[src/mvn_pkg.sv]
// Shared types and constants for the mesh vertex normal accumulator.
// Used by mvn_ctrl, mvn_dp and the top level; depends on nothing.
package mvn_pkg;

    localparam int VERTEX_DEPTH_DEF = 2048;

    // input item kinds
    localparam logic [1:0] KIND_LOAD = 2'd0;
    localparam logic [1:0] KIND_TRI  = 2'd1;
    localparam logic [1:0] KIND_READ = 2'd2;

    // result kinds
    localparam logic RES_TRI  = 1'b0;
    localparam logic RES_READ = 1'b1;

    localparam int STEP_W     = 5;
    localparam int SQRT_STEPS = 31;   // root bits 30 down to 0
    localparam int DIV_STEPS  = 15;   // quotient bits
    localparam int SQRT_TOP   = 60;   // first trial bit of the root

    localparam logic [15:0] ONE_Q14 = 16'd16384;

    typedef enum logic [4:0] {
        DP_NOP,
        DP_CAPTURE,
        DP_CLEAR,
        DP_LOAD,
        DP_READ,
        DP_LATCH_POS,
        DP_DIFF,
        DP_CROSS_MUL,
        DP_CROSS_SUB,
        DP_READ_LATCH,
        DP_RD_ZERO,
        DP_PREP,
        DP_SQ_MUL,
        DP_SQ_ADD,
        DP_SQRT_INIT,
        DP_SQRT_STEP,
        DP_DIV_INIT,
        DP_DIV_STEP,
        DP_DIV_DONE,
        DP_ZERO_N,
        DP_ACC_WR,
        DP_OUT_TRI,
        DP_OUT_READ
    } dp_op_t;

    typedef enum logic [1:0] {
        SEL_IDX,
        SEL_A,
        SEL_B,
        SEL_C
    } sel_t;

    typedef struct packed {
        dp_op_t     op;
        sel_t       sel;
        logic [1:0] lane;
    } cmd_t;

    typedef struct packed {
        logic [1:0] kind;
        logic       idx_ok;
        logic       tri_ok;
        logic       count_zero;
        logic       vec_zero;
    } status_t;

endpackage

[src/mvn_ctrl.sv]
// Sequencer for the vertex normal accumulator: steps the datapath through
// load, triangle and readout work. Depends on mvn_pkg.
module mvn_ctrl #(
    parameter int VERTEX_DEPTH = mvn_pkg::VERTEX_DEPTH_DEF
) (
    input  logic                              aclk,
    input  logic                              aresetn,
    input  logic                              s_tvalid,
    output logic                              s_tready,
    output logic                              m_tvalid,
    input  logic                              m_tready,
    output mvn_pkg::cmd_t                     cmd,
    output logic [$clog2(VERTEX_DEPTH)-1:0]   clr_addr,
    input  mvn_pkg::status_t                  status
);

    localparam int AW = $clog2(VERTEX_DEPTH);

    typedef enum logic [4:0] {
        S_CLEAR,
        S_IDLE,
        S_DECODE,
        S_LOAD,
        S_FETCH,
        S_DIFF,
        S_CROSS,
        S_RFETCH,
        S_RCHK,
        S_PREP,
        S_ZCHK,
        S_SQ,
        S_SQRT_INIT,
        S_SQRT,
        S_DIV_INIT,
        S_DIV,
        S_DIV_DONE,
        S_ACC,
        S_EMIT
    } state_t;

    state_t                          state_reg, state_next;
    logic [mvn_pkg::STEP_W-1:0]      step_reg, step_next;
    logic [1:0]                      lane_reg, lane_next;
    logic [AW-1:0]                   clr_reg, clr_next;
    logic                            is_read_reg, is_read_next;
    logic                            m_tvalid_reg, m_tvalid_next;

    function automatic mvn_pkg::sel_t corner_sel(input logic [1:0] c);
        case (c)
            2'd0:    return mvn_pkg::SEL_A;
            2'd1:    return mvn_pkg::SEL_B;
            default: return mvn_pkg::SEL_C;
        endcase
    endfunction

    assign s_tready = (state_reg == S_IDLE);
    assign m_tvalid = m_tvalid_reg;
    assign clr_addr = clr_reg;

    always_comb begin
        state_next    = state_reg;
        step_next     = step_reg;
        lane_next     = lane_reg;
        clr_next      = clr_reg;
        is_read_next  = is_read_reg;
        m_tvalid_next = m_tvalid_reg & ~m_tready;
        cmd.op        = mvn_pkg::DP_NOP;
        cmd.sel       = mvn_pkg::SEL_IDX;
        cmd.lane      = 2'd0;

        unique case (state_reg)
            S_CLEAR: begin
                cmd.op = mvn_pkg::DP_CLEAR;
                if (clr_reg == AW'(VERTEX_DEPTH - 1)) begin
                    state_next = S_IDLE;
                end else begin
                    clr_next = clr_reg + AW'(1);
                end
            end
            S_IDLE: begin
                if (s_tvalid) begin
                    cmd.op     = mvn_pkg::DP_CAPTURE;
                    state_next = S_DECODE;
                end
            end
            S_DECODE: begin
                step_next = '0;
                lane_next = 2'd0;
                unique case (status.kind)
                    mvn_pkg::KIND_LOAD: begin
                        state_next = status.idx_ok ? S_LOAD : S_IDLE;
                    end
                    mvn_pkg::KIND_TRI: begin
                        is_read_next = 1'b0;
                        state_next   = status.tri_ok ? S_FETCH : S_EMIT;
                    end
                    mvn_pkg::KIND_READ: begin
                        is_read_next = 1'b1;
                        if (status.idx_ok) begin
                            state_next = S_RFETCH;
                        end else begin
                            cmd.op     = mvn_pkg::DP_RD_ZERO;
                            state_next = S_EMIT;
                        end
                    end
                    default: begin
                        state_next = S_IDLE;
                    end
                endcase
            end
            S_LOAD: begin
                cmd.op     = mvn_pkg::DP_LOAD;
                state_next = S_IDLE;
            end
            S_FETCH: begin
                cmd.op  = step_reg[0] ? mvn_pkg::DP_LATCH_POS : mvn_pkg::DP_READ;
                cmd.sel = corner_sel(step_reg[2:1]);
                if (step_reg == mvn_pkg::STEP_W'(5)) begin
                    state_next = S_DIFF;
                    step_next  = '0;
                end else begin
                    step_next = step_reg + 1'b1;
                end
            end
            S_DIFF: begin
                cmd.op     = mvn_pkg::DP_DIFF;
                state_next = S_CROSS;
            end
            S_CROSS: begin
                cmd.op   = step_reg[0] ? mvn_pkg::DP_CROSS_SUB : mvn_pkg::DP_CROSS_MUL;
                cmd.lane = step_reg[2:1];
                if (step_reg == mvn_pkg::STEP_W'(5)) begin
                    state_next = S_PREP;
                    step_next  = '0;
                end else begin
                    step_next = step_reg + 1'b1;
                end
            end
            S_RFETCH: begin
                if (step_reg[0]) begin
                    cmd.op     = mvn_pkg::DP_READ_LATCH;
                    state_next = S_RCHK;
                    step_next  = '0;
                end else begin
                    cmd.op    = mvn_pkg::DP_READ;
                    step_next = step_reg + 1'b1;
                end
            end
            S_RCHK: begin
                if (status.count_zero) begin
                    cmd.op     = mvn_pkg::DP_ZERO_N;
                    state_next = S_EMIT;
                end else begin
                    state_next = S_PREP;
                end
            end
            S_PREP: begin
                cmd.op     = mvn_pkg::DP_PREP;
                state_next = S_ZCHK;
            end
            S_ZCHK: begin
                step_next = '0;
                if (status.vec_zero) begin
                    // degenerate: zero normal; a triangle still adds it and counts the corners
                    cmd.op     = mvn_pkg::DP_ZERO_N;
                    state_next = is_read_reg ? S_EMIT : S_ACC;
                end else begin
                    state_next = S_SQ;
                end
            end
            S_SQ: begin
                cmd.op   = step_reg[0] ? mvn_pkg::DP_SQ_ADD : mvn_pkg::DP_SQ_MUL;
                cmd.lane = step_reg[2:1];
                if (step_reg == mvn_pkg::STEP_W'(5)) begin
                    state_next = S_SQRT_INIT;
                    step_next  = '0;
                end else begin
                    step_next = step_reg + 1'b1;
                end
            end
            S_SQRT_INIT: begin
                cmd.op     = mvn_pkg::DP_SQRT_INIT;
                state_next = S_SQRT;
                step_next  = '0;
            end
            S_SQRT: begin
                cmd.op = mvn_pkg::DP_SQRT_STEP;
                if (step_reg == mvn_pkg::STEP_W'(mvn_pkg::SQRT_STEPS - 1)) begin
                    state_next = S_DIV_INIT;
                    lane_next  = 2'd0;
                    step_next  = '0;
                end else begin
                    step_next = step_reg + 1'b1;
                end
            end
            S_DIV_INIT: begin
                cmd.op     = mvn_pkg::DP_DIV_INIT;
                cmd.lane   = lane_reg;
                state_next = S_DIV;
                step_next  = '0;
            end
            S_DIV: begin
                cmd.op = mvn_pkg::DP_DIV_STEP;
                if (step_reg == mvn_pkg::STEP_W'(mvn_pkg::DIV_STEPS - 1)) begin
                    state_next = S_DIV_DONE;
                end else begin
                    step_next = step_reg + 1'b1;
                end
            end
            S_DIV_DONE: begin
                cmd.op    = mvn_pkg::DP_DIV_DONE;
                cmd.lane  = lane_reg;
                step_next = '0;
                if (lane_reg == 2'd2) begin
                    state_next = is_read_reg ? S_EMIT : S_ACC;
                end else begin
                    lane_next  = lane_reg + 2'd1;
                    state_next = S_DIV_INIT;
                end
            end
            S_ACC: begin
                // read-modify-write each corner in turn: a, b, c
                cmd.op  = step_reg[0] ? mvn_pkg::DP_ACC_WR : mvn_pkg::DP_READ;
                cmd.sel = corner_sel(step_reg[2:1]);
                if (step_reg == mvn_pkg::STEP_W'(5)) begin
                    state_next = S_EMIT;
                    step_next  = '0;
                end else begin
                    step_next = step_reg + 1'b1;
                end
            end
            S_EMIT: begin
                // hold until the output word is free
                if (!m_tvalid_reg || m_tready) begin
                    cmd.op        = is_read_reg ? mvn_pkg::DP_OUT_READ : mvn_pkg::DP_OUT_TRI;
                    m_tvalid_next = 1'b1;
                    state_next    = S_IDLE;
                end
            end
            default: begin
                state_next = S_IDLE;
            end
        endcase
    end

    always_ff @(posedge aclk) begin
        if (!aresetn) begin
            state_reg    <= S_CLEAR;
            step_reg     <= '0;
            lane_reg     <= 2'd0;
            clr_reg      <= '0;
            is_read_reg  <= 1'b0;
            m_tvalid_reg <= 1'b0;
        end else begin
            state_reg    <= state_next;
            step_reg     <= step_next;
            lane_reg     <= lane_next;
            clr_reg      <= clr_next;
            is_read_reg  <= is_read_next;
            m_tvalid_reg <= m_tvalid_next;
        end
    end

endmodule

[config.mk]
export PLATFORM = sky130hd
export DESIGN_NAME = mvn_ctrl
export DESIGN_NICKNAME = d
export VERILOG_FILES = /design/src/mvn_pkg.sv /design/src/mvn_ctrl.sv
export SDC_FILE = /design/constraint.sdc
export NUM_CORES = 1
export LEC_CHECK = 0
export ABC_AREA = 1
export ABC_CLOCK_PERIOD_IN_PS = 2200
export BUFFER_PORTS_ARGS = -buffer_cell sky130_fd_sc_hd__buf_4
export CAP_MARGIN = 10
export CORE_UTILIZATION = 58
export DETAILED_ROUTE_END_ITERATION = 7
export PLACE_DENSITY = 0.8
export SETUP_SLACK_MARGIN = 0.4
export SLEW_MARGIN = 20
export SYNTH_ARGS = -nofsm -noshare
export SYNTH_HDL_FRONTEND = slang
export SYNTH_SLANG_ARGS = --single-unit
[constraint.sdc]
create_clock -name aclk -period 2.2 [get_ports aclk]
set_input_delay 0.22 -clock aclk [delete_from_list [all_inputs] [get_ports aclk]]
set_output_delay 0.22 -clock aclk [all_outputs]
set_load 0.01 [all_outputs]
==> results.tsv, run 1 <==
metric	value	unit
cts_tree	done	
busiest_layer	met2	
grt_util_met1	0.419	
grt_pass1_wl	10100	um
max_freq	526	MHz
finalHoldViolCount	0	
yosys_warnings	0	
skew	0.00301	ns
drv_slew	0	
endpoint_kind	output port	
utilization	0.792	
drtIter0Drc	324	
drc_errors	0	
outcome	finished, final reports clean	
use_met3	0.0232	
setup_violations	0	
core_area	0.00366	mm2
period_needed	1.90	ns
worstMarginPinSlew	0.424	ns
final_common_cell	nand2_1	
ys_seq_elements	25	
grt_overflow	0	
synthToLayoutAreaGrowth	30.9	%
num_vias	2799	
drive_gt1_frac	0.308	
worstSetupPathType	reg2out	
io_buffers	31	
largest_reg_flops	11	
ctsHoldBuffers	0	
die_y	63.8	um
drv_cap	0	
cts.path.max_buffers	2	
syn_avg_cell_area	5.86	um2
fin_tns_setup	0	ns
met2_usage	0.529	
fin_crit_sh	0.865	
wirelength	7140	um
layout_common_cells	81 x nand2_1, 51 x buf_4, 40 x inv_1	
cts-root-buf	clkbuf_8	
ys_types	25	
rsz0062_at_grt	yes	
ys_seq_area_frac	0.226	
viasPerCell	5.88	
reg2reg_slack	0.42	ns
die_width	63.8	um
power_density	272	mW/mm2
register_area	524	um2
grt_max_degree	16	
place.gp.congestion	0.979	
final_net_count	449	
synth_nets	398	
cts_buffers	3	
yosysTopAreaCellShare	0.226	
synth_top_area_cell	dfxtp_1	
diodes	0	
ir_drop	0.000447	V
path_max_fanout	12	
h-tree-depth	1	
ios	32	
syn_area	0.00222	mm2
cp_data_arrival_time	1.68	ns
clk_pin_slew_worst_paths	0.09	ns
cts_sinks	25	
power_leakage	1.41	nW
dieArea	0.00407	mm2
grt_pass1_vias	2283	
wire_per_inst	15.0	um
syn_inst	378	
slew_headroom	0.717	
post-dp-hpwl	4770	um
ant_nets	0	
start_kind	flip-flop	
synth_area_leaders	dfxtp_1 23%, nand2_1 16%, nand3_1 9.0%, nor2_1 8.0%, inv_1 7.8%	
antenna_found_initial	0	
drt-pass1-iter-count	6	
worstPathRequired	1.98	ns
multiInputGateArea	0.00164	mm2
clkLatencyLatePin	0.27	ns
grt_usage	0.316	
min_path_type	in2reg	
nFillCells	259	
start_util	0.605	
num_rows	22	
critical path: stages, from the launching register on:
cell and delay (ns):
dfxtp_4 0.40, inv_8 0.07, nand3_1 0.17, nor2_1 0.13
o31ai_2 0.31, o2111ai_1 0.16, buf_4 0.17
report_power, final:
part,internal (mW),total (mW),leakage [nW],switching (mW)
Clock,0.128,0.273,0.0217,0.145
Combinational,0.0270,0.0608,1.18,0.0338
Sequential,0.449,0.455,0.207,0.00525
final cells by class:
class	instances	share of cell area
Timing Repair Buffer	53	0.140
Clock buffer	3	0.0142
Multi-Input combinational cell	291	0.566
Sequential cell	25	0.181
Inverter	55	0.0755
Tap cell	48	0.0207
Clock inverter	1	0.00259
worst paths after layout:
| path | depth (start not counted) | from | endpoint |
|---|---|---|---|
| max | 6 | state_reg[4] | cmd[4] |
| min | 3 | aresetn | clr_addr[9] |
| max reg2reg | 10 | state_reg[2] | clr_addr[9] |
| min reg2reg | 2 | clr_addr[10] | clr_addr[10] |
synth_stat cells:
cell        n
nand2_4     1
nor2_1     47
o21ai_1     4
nand4_1    12
nand3_1    40
xor2_1      3
o2111ai_1   3
buf_2       3
nand3_2     4
nor3_1      9
inv_1      46
dfxtp_1    25
a21oi_1    32
ha_1       10
and3_1      1
nor2_4      4
clkbuf_1    3
nand2_1    94
inv_2       9
nand2_2     3
nand3b_4    1
o21ai_0    15
nor2_2      7
o31ai_1     1
buf_4       1
what timing repair did:
item / CTS / global route
pin swaps: 2 / 18
resized for setup: 28 / 42
buffers inserted: 3 / 15
setup endpoints to repair: 12 / 17
per-stage QoR:
step / power (mW) / std cells / setup slack [ns] / hold slack [ns] / area (um2)
after global routing: 0.822 / 476 / 0.254 / 0.242 / 2900
after global placement: 0.529 / 454 / 0.273 / 0.473 / 2500
final: 0.788 / 476 / 0.297 / 0.246 / 2900
after floorplan: 0.502 / 378 / 0.424 / 0.358 / 2220
after CTS: 0.791 / 461 / 0.351 / 0.242 / 2660
after detailed placement: 0.531 / 454 / 0.294 / 0.480 / 2500
logic make-up (layout without fill, tap and decap cells):
kind of cell    after synthesis  in the layout  synth area share
xor+xnor                      3              3            0.0119
fa+ha+maj                    10             10            0.0565
simple gates                223            223             0.467
flops                        25             25             0.226
compound gates               55             55             0.130
buf+inv                      62            112             0.108
layer usage:
metal | routed length [um] | part of all wire
met5 | 0 | 0
met4 | 403 | 0.056
met3 | 574 | 0.080
met2 | 3260 | 0.46
met1 | 2900 | 0.41
(Power assumes the default switching activity.)
==> run 2: changes to the inputs <==
--- a/config.mk
+++ b/config.mk
@@ -5,13 +5,13 @@
 export SDC_FILE = /design/constraint.sdc
 export NUM_CORES = 1
 export LEC_CHECK = 0
-export ABC_AREA = 1
+export ABC_AREA = 0
 export ABC_CLOCK_PERIOD_IN_PS = 2200
 export BUFFER_PORTS_ARGS = -buffer_cell sky130_fd_sc_hd__buf_4
 export CAP_MARGIN = 10
-export CORE_UTILIZATION = 58
+export CORE_UTILIZATION = 57
 export DETAILED_ROUTE_END_ITERATION = 7
-export PLACE_DENSITY = 0.8
+export PLACE_DENSITY = 0.79
 export SETUP_SLACK_MARGIN = 0.4
 export SLEW_MARGIN = 20
 export SYNTH_ARGS = -nofsm -noshare
==> run 2 against run 1 <==
Against the previous run: first-iteration DRC count grew 39%; combinational power grew to 42 times the previous value; register-to-register slack lost 0.23 ns; clock-buffer cell count is the same; design area grew 4.8%; maximum frequency shrank 5.6%; flip-flop and latch count is the same; total power grew to 4.5 times the previous value; setup slack lost 0.11 ns; largest power group is now combinational logic; highest routed layer unchanged.
==> results.tsv, run 2 <==
metric	value	unit
worstPathRequired	1.98	ns
num_vias	2717	
drive_gt1_frac	0.393	
grt_pass1_vias	2306	
drt-pass1-iter-count	6	
setup_violations	0	
antenna_found_initial	0	
pre_cts_slack	0.148	ns
synth_common_cells	30 x nor2_1, 25 x dfxtp_1, 18 x nor3_1	
synthToLayoutAreaGrowth	41.1	%
power_density	1160	mW/mm2
dr_wl_met2	3760	um
register_area	523	um2
core_area	0.00347	mm2
place_area	0.00251	mm2
path_max_fanout	7	
ant_nets	0	
synthMostInstantiatedCell	nor2_1	
largest_reg_flops	11	
synth-edff-count	0	
diodes	0	
utilization	0.877	
clkLatencyLatePin	0.27	ns
final_net_count	370	
grt_max_degree	19	
post-dp-hpwl	4540	um
period_needed	2.02	ns
start_util	0.621	
place.gp.congestion	0.961	
worst_slack	0.184	ns
routedLengthMet1	3030	um
synth_area_leaders	dfxtp_1 23%, ha_1 5.8%, nor2_1 5.2%, nor3_1 4.2%, xor2_1 3.7%	
rsz0062_at_grt	yes	
critical-path-max-stage-delay	0.52	ns
clk_pin_slew_worst_paths	0.09	ns
yosysTopAreaCellShare	0.232	
cts.path.max_buffers	2	
drtIter0Drc	449	
die_width	63.5	um
worstSetupPathType	reg2out	
route.met3.wl	888	um
drc_errors	0	
fin_crit_sh	0.916	
topRoutingLayerUsed	met4	
ios	32	
async_flop_share	0	
cts-root-buf	clkbuf_8	
cts_sinks	25	
reg2reg_depth	9	
slew_headroom	0.458	
grt_overflow	0	
h-tree-depth	1	
multiInputGateArea	0.00170	mm2
nFillCells	185	
hold_depth	2	
cts_buffers	3	
syn_inst	283	
finalHoldViolCount	0	
outcome	finished, final reports clean	
whs	0.213	ns
viasPerCell	6.88	
skew	0.000967	ns
crit_family	simple AND/OR/NAND/NOR gates	
ys_types	61	
syn_area	0.00215	mm2
wirelength	8000	um
synth_ff_type	dfxtp_1	
start_kind	flip-flop	
drv_cap	0	
design_area	0.00304	mm2
cts_tree	done	
syn_avg_cell_area	7.61	um2
ctsHoldBuffers	0	
worstMarginPinSlew	0.793	ns
cpMaxStageDelayCell	or4b_4	
num_rows	21	
die_y	63.5	um
cp_data_arrival_time	1.80	ns
drv_slew	0	
endpoint_kind	output port	
worstPathBufferInverterCount	2	
max_freq	496	MHz
layout_common_cells	72 x buf_4, 27 x nor2_1, 17 x dfxtp_1	
min_path_type	in2reg	
dieArea	0.00403	mm2
wire_per_inst	20.2	um
grt_pass1_wl	11600	um
fin_tns_setup	0	ns
ir_drop	0.000772	V
synth_top_area_cell	dfxtp_1	
path_cells	buf_6, or4b_4, o21a_1, nor2_2, a22o_1, buf_4	
power_leakage	1.20	nW
ys_seq_area_frac	0.232	
io_buffers	31	
synth_nets	303	
cp.depth	6	
yosys_warnings	0	
final_common_cell	buf_4	
ys_seq_elements	25	
grt_usage	0.365	
run 2: stage by stage:
step                total power [mW]  instances
finish                          3.52        395
global route                    3.66        395
CTS                             3.03        384
detailed placement              2.38        361
global placement                2.37        361
floorplan                       1.89        283
run 2: kinds of logic (layout without fill, tap and decap cells):
| group | count (synthesis) | after routing | synth area share |
|---|---|---|---|
| AOI/OAI and AO/OA | 78 | 78 | 0.272 |
| xor gates and xnor gates | 11 | 11 | 0.0447 |
| adders and majority gates | 10 | 10 | 0.0581 |
| buffers and inverters | 34 | 100 | 0.0749 |
| DFF | 25 | 25 | 0.232 |
| muxes | 3 | 3 | 0.0139 |
| and+or+nand+nor | 122 | 122 | 0.304 |
run 2: worst register-to-register path, stage by stage, from the launching register on:
cell and delay (ns):
dfxtp_4 0.43, inv_6 0.07, ha_4 0.16, and4b_1 0.18, a2111o_1 0.40, o21ai_1 0.09, nand4bb_1 0.18, buf_6 0.15
nor2_1 0.08, a211oi_2 0.20
run 2: metal layers:
metal,global-route usage,vias to the layer above
met5,0,-
met4,0.108,0
met3,0.0851,49
met2,0.574,225
met1,0.490,1263
li1,-,1180
run 2: worst paths after layout:
check               startpoint      endpoint  slack, ns
hold / removal         aresetn  clr_addr[10]       0.21
setup / recovery  state_reg[1]        cmd[1]       0.18
hold reg to reg    clr_addr[5]   clr_addr[5]       0.51
setup reg to reg   step_reg[0]  state_reg[3]       0.19
run 2: area by class of cell:
| class | instances | share of cell area |
|---|---|---|
| Clock buffer | 3 | 0.0136 |
| Clock inverter | 1 | 0.00247 |
| Inverter | 14 | 0.0189 |
| Multi-Input combinational cell | 224 | 0.559 |
| Sequential cell | 25 | 0.172 |
| Tap cell | 46 | 0.0189 |
| Timing Repair Buffer | 82 | 0.215 |
run 2: power by group:
group / switching [mW] / leakage [nW] / internal [mW]
registers: 0.126 / 0.208 / 0.529
clock network: 0.158 / 0.0217 / 0.129
logic: 1.42 / 0.971 / 1.16
total: 1.70 / 1.20 / 1.82
run 2: what timing repair did:
action / 4_1_cts / 5_1_grt
setup endpoints to repair: 29 / 28
setup buffers: 19 / 10
pin swaps: 6 / 8
gates cloned: 0 / 1
resized for setup: 45 / 26
==> run 3: changes to the inputs <==
--- a/config.mk
+++ b/config.mk
@@ -6,12 +6,12 @@
 export NUM_CORES = 1
 export LEC_CHECK = 0
 export ABC_AREA = 0
-export ABC_CLOCK_PERIOD_IN_PS = 2200
+export ABC_CLOCK_PERIOD_IN_PS = 1730
 export BUFFER_PORTS_ARGS = -buffer_cell sky130_fd_sc_hd__buf_4
 export CAP_MARGIN = 10
-export CORE_UTILIZATION = 57
+export CORE_UTILIZATION = 52
 export DETAILED_ROUTE_END_ITERATION = 7
-export PLACE_DENSITY = 0.79
+export PLACE_DENSITY = 0.76
 export SETUP_SLACK_MARGIN = 0.4
 export SLEW_MARGIN = 20
 export SYNTH_ARGS = -nofsm -noshare
==> constraint.sdc (replaced) <==
create_clock -name aclk -period 1.73 [get_ports aclk]
set_input_delay 0.173 -clock aclk [delete_from_list [all_inputs] [get_ports aclk]]
set_output_delay 0.173 -clock aclk [all_outputs]
set_load 0.01 [all_outputs]
==> run 3 against run 2 <==
Against the previous run: the run now fails in global routing (5_1_grt); area after synthesis stayed put; synthesized cell count stayed put.
==> results.tsv, run 3 <==
metric	value	unit
outcome	stopped before the end	
lastStage	global routing (5_1_grt)	
tool.error	[ERROR DPL-0038] Utilization greater than 100%, impossible to legalize	
cts_sinks	25	
place.gp.congestion	1.11	
ys_seq_area_frac	0.232	
cts.path.max_buffers	2	
synth_common_cells	30 x nor2_1, 25 x dfxtp_1, 18 x nor3_1	
syn_inst	283	
ios	32	
ys_seq_elements	25	
grt_max_degree	23	
ys_types	61	
synth_top_area_cell	dfxtp_1	
h-tree-depth	1	
worstEpCategory	register data pin	
yosys_warnings	0	
start_util	0.539	
synth_area_leaders	dfxtp_1 23%, ha_1 5.8%, nor2_1 5.2%, nor3_1 4.2%, xor2_1 3.7%	
post-dp-hpwl	5400	um
grt_worst_setup_endpoint	state_reg[2]$_SDFFE_PN0P_/D	
io_buffers	31	
num_rows	23	
die_y	66.4	um
syn_area	0.00215	mm2
yosysTopAreaCellShare	0.232	
place_area	0.00301	mm2
synth_ff_type	dfxtp_1	
cts-root-buf	clkbuf_8	
cts_buffers	3	
synth_nets	303	
syn_avg_cell_area	7.61	um2
numPlacedInstances	416	
synth-edff-count	0	
die_width	66.4	um
async_flop_share	0	
synthMostInstantiatedCell	nor2_1	
[run 3: metrics by stage]
step | hold slack, ns | worst slack, ns | utilization
2_1_floorplan | 0.290 | -0.0807 | -
3_5_place_dp | 0.423 | -0.213 | 0.753
4_1_cts | 0.138 | -0.162 | 0.903
3_3_place_gp | 0.424 | -0.206 | 0.753
[run 3: logic make-up after synthesis]
| logic type | share of synthesized area |
|---|---|
| flip-flops | 0.232 |
| AND/OR/NAND/NOR | 0.304 |
| multiplexers | 0.0139 |
| adder cells (fa/ha/maj) | 0.0581 |
| buffers and inverters | 0.0749 |
| XOR/XNOR | 0.0447 |
| AO/OA/AOI/OAI | 0.272 |
[run 3: what timing repair did]
action	4_1_cts
gates resized for setup	84
pin swaps	36
buffers inserted	28
hold buffers	0
setup endpoints to repair	35
==> run 4: changes to the inputs <==
--- a/config.mk
+++ b/config.mk
@@ -6,13 +6,12 @@
 export NUM_CORES = 1
 export LEC_CHECK = 0
 export ABC_AREA = 0
-export ABC_CLOCK_PERIOD_IN_PS = 1730
+export ABC_CLOCK_PERIOD_IN_PS = 2250
 export BUFFER_PORTS_ARGS = -buffer_cell sky130_fd_sc_hd__buf_4
 export CAP_MARGIN = 10
-export CORE_UTILIZATION = 52
+export CORE_UTILIZATION = 40
 export DETAILED_ROUTE_END_ITERATION = 7
-export PLACE_DENSITY = 0.76
-export SETUP_SLACK_MARGIN = 0.4
+export PLACE_DENSITY_LB_ADDON = 0.15
 export SLEW_MARGIN = 20
 export SYNTH_ARGS = -nofsm -noshare
 export SYNTH_HDL_FRONTEND = slang
==> constraint.sdc (replaced) <==
create_clock -name aclk -period 2.25 [get_ports aclk]
set_input_delay 0.225 -clock aclk [delete_from_list [all_inputs] [get_ports aclk]]
set_output_delay 0.225 -clock aclk [all_outputs]
set_load 0.01 [all_outputs]
==> run 4 against run 3 <==
Against the previous run: the run now ends clean.
==> results.tsv, run 4 (synthesis gave the netlist of run 2 again) <==
metric	value	unit
outcome	finished, final reports clean	
period_needed	2.20	ns
worstMarginPinSlew	0.460	ns
reg2reg_slack	0.20	ns
power_density	1030	mW/mm2
slew_headroom	0.685	
cts.path.max_buffers	2	
worstPathBufferInverterCount	2	
nFillCells	541	
critical-path-max-stage-delay	0.39	ns
hold_depth	2	
power_leakage	1.06	nW
grt_usage	0.236	
drtIter0Drc	257	
h-tree-depth	1	
ir_drop	0.000613	V
cts-root-buf	clkbuf_8	
whs_endpoint	clr_addr[10]	
drive_gt1_frac	0.248	
skew	0.0108	ns
rr_endpoint	state_reg[1]	
drc_errors	0	
layout_common_cells	64 x buf_4, 30 x nor2_1, 23 x dfxtp_1	
min-delay-start	aresetn	
cts_buffers	3	
setup_violations	0	
io_buffers	31	
num_vias	2334	
grt_pass1_vias	2095	
path_common_cell	buf_4	
antenna_found_initial	0	
synthToLayoutAreaGrowth	25.0	%
power	2.78	mW
final_net_count	352	
cts_tree	done	
die_y	75.4	um
num_rows	26	
drv_cap	0	
grt_max_degree	23	
min_path_type	in2reg	
fin_tns_setup	0	ns
max_freq	454	MHz
rsz0062_at_grt	no	
endpoint_kind	output port	
crit_family	compound AO/OA/AOI/OAI gates	
path_max_fanout	8	
worstSetupPathType	reg2out	
place.gp.congestion	0.939	
ant_nets	0	
core_area	0.00514	mm2
fin_crit_sh	0.978	
r2r_start	step_reg[0]	
worstPathRequired	2.03	ns
grt_pass1_wl	10200	um
clkLatencyLatePin	0.28	ns
start_util	0.419	
dieArea	0.00568	mm2
ctsHoldBuffers	0	
clk_pin_slew_worst_paths	0.10	ns
cpMaxStageDelayCell	dfxtp_1	
final_common_cell	buf_4	
die_width	75.4	um
viasPerCell	5.82	
start_kind	flip-flop	
drt-pass1-iter-count	5	
post-dp-hpwl	4770	um
wirelength	6300	um
diodes	0	
largest_reg_flops	11	
finalHoldViolCount	0	
drv_slew	0	
grt_overflow	0	
path_cells	buf_4, nor2b_1, a21oi_1, o32a_1, o221ai_1, buf_4	
cp_data_arrival_time	1.98	ns
whs	0.207	ns
wire_per_inst	15.7	um
reg2reg_depth	9	
ios	32	
cts_sinks	25	
-- run 4: metal layers --
layer,track usage,up-vias,share of wire
met4,0.0597,0,0.015
met2,0.384,98,0.46
li1,-,1148,-
met1,0.325,1080,0.45
met3,0.0397,8,0.072
met5,0,-,0
-- run 4: power by group --
part	internal, mW	total (mW)	switching (mW)
Clock	0.130	0.286	0.156
Combinational	0.828	1.91	1.09
Sequential	0.505	0.583	0.0780
Total	1.46	2.78	1.32
-- run 4: worst max path at each step --
| stage | startpoint | to | slack (ns) | cells past startpoint |
|---|---|---|---|---|
| 3_5_place_dp | state_reg[0] | state_reg[1] | 0.23 | 8 |
| 2_1_floorplan | step_reg[0] | state_reg[1] | 0.04 | 10 |
| 4_1_cts | state_reg[1] | cmd[4] | 0.02 | 8 |
| 6_report | state_reg[2] | cmd[6] | 0.05 | 6 |
| 3_3_place_gp | state_reg[0] | state_reg[1] | 0.18 | 8 |
| 5_1_grt | state_reg[3] | cmd[1] | 0.002 | 5 |
-- run 4: area by class of cell --
cell class	instances	area (um2)	share of cell area
well taps	70	87.6	0.0325
repair buffers	64	480	0.178
clock buffers	3	41.3	0.0153
flip-flops and latches	25	503	0.187
inverters	14	52.6	0.0195
clock inverters	1	8.76	0.00325
multi-input cells	224	1520	0.564
-- run 4: stage by stage --
stage / cells / utilization / area (um2) / worst slack (ns)
detailed placement: 397 / 0.509 / 2610 / 0.233
global placement: 397 / 0.509 / 2610 / 0.176
global route: 401 / 0.524 / 2690 / 0.00223
CTS: 401 / 0.520 / 2670 / 0.0228
floorplan: 283 / - / 2150 / 0.0419
finish: 401 / 0.524 / 2690 / 0.0486
-- run 4: what timing repair did --
| item | 4_1_cts | 5_1_grt |
|---|---|---|
| endpoints found under the setup margin | 3 | 3 |
| setup buffers | 0 | 0 |
| gates resized for setup | 3 | 4 |
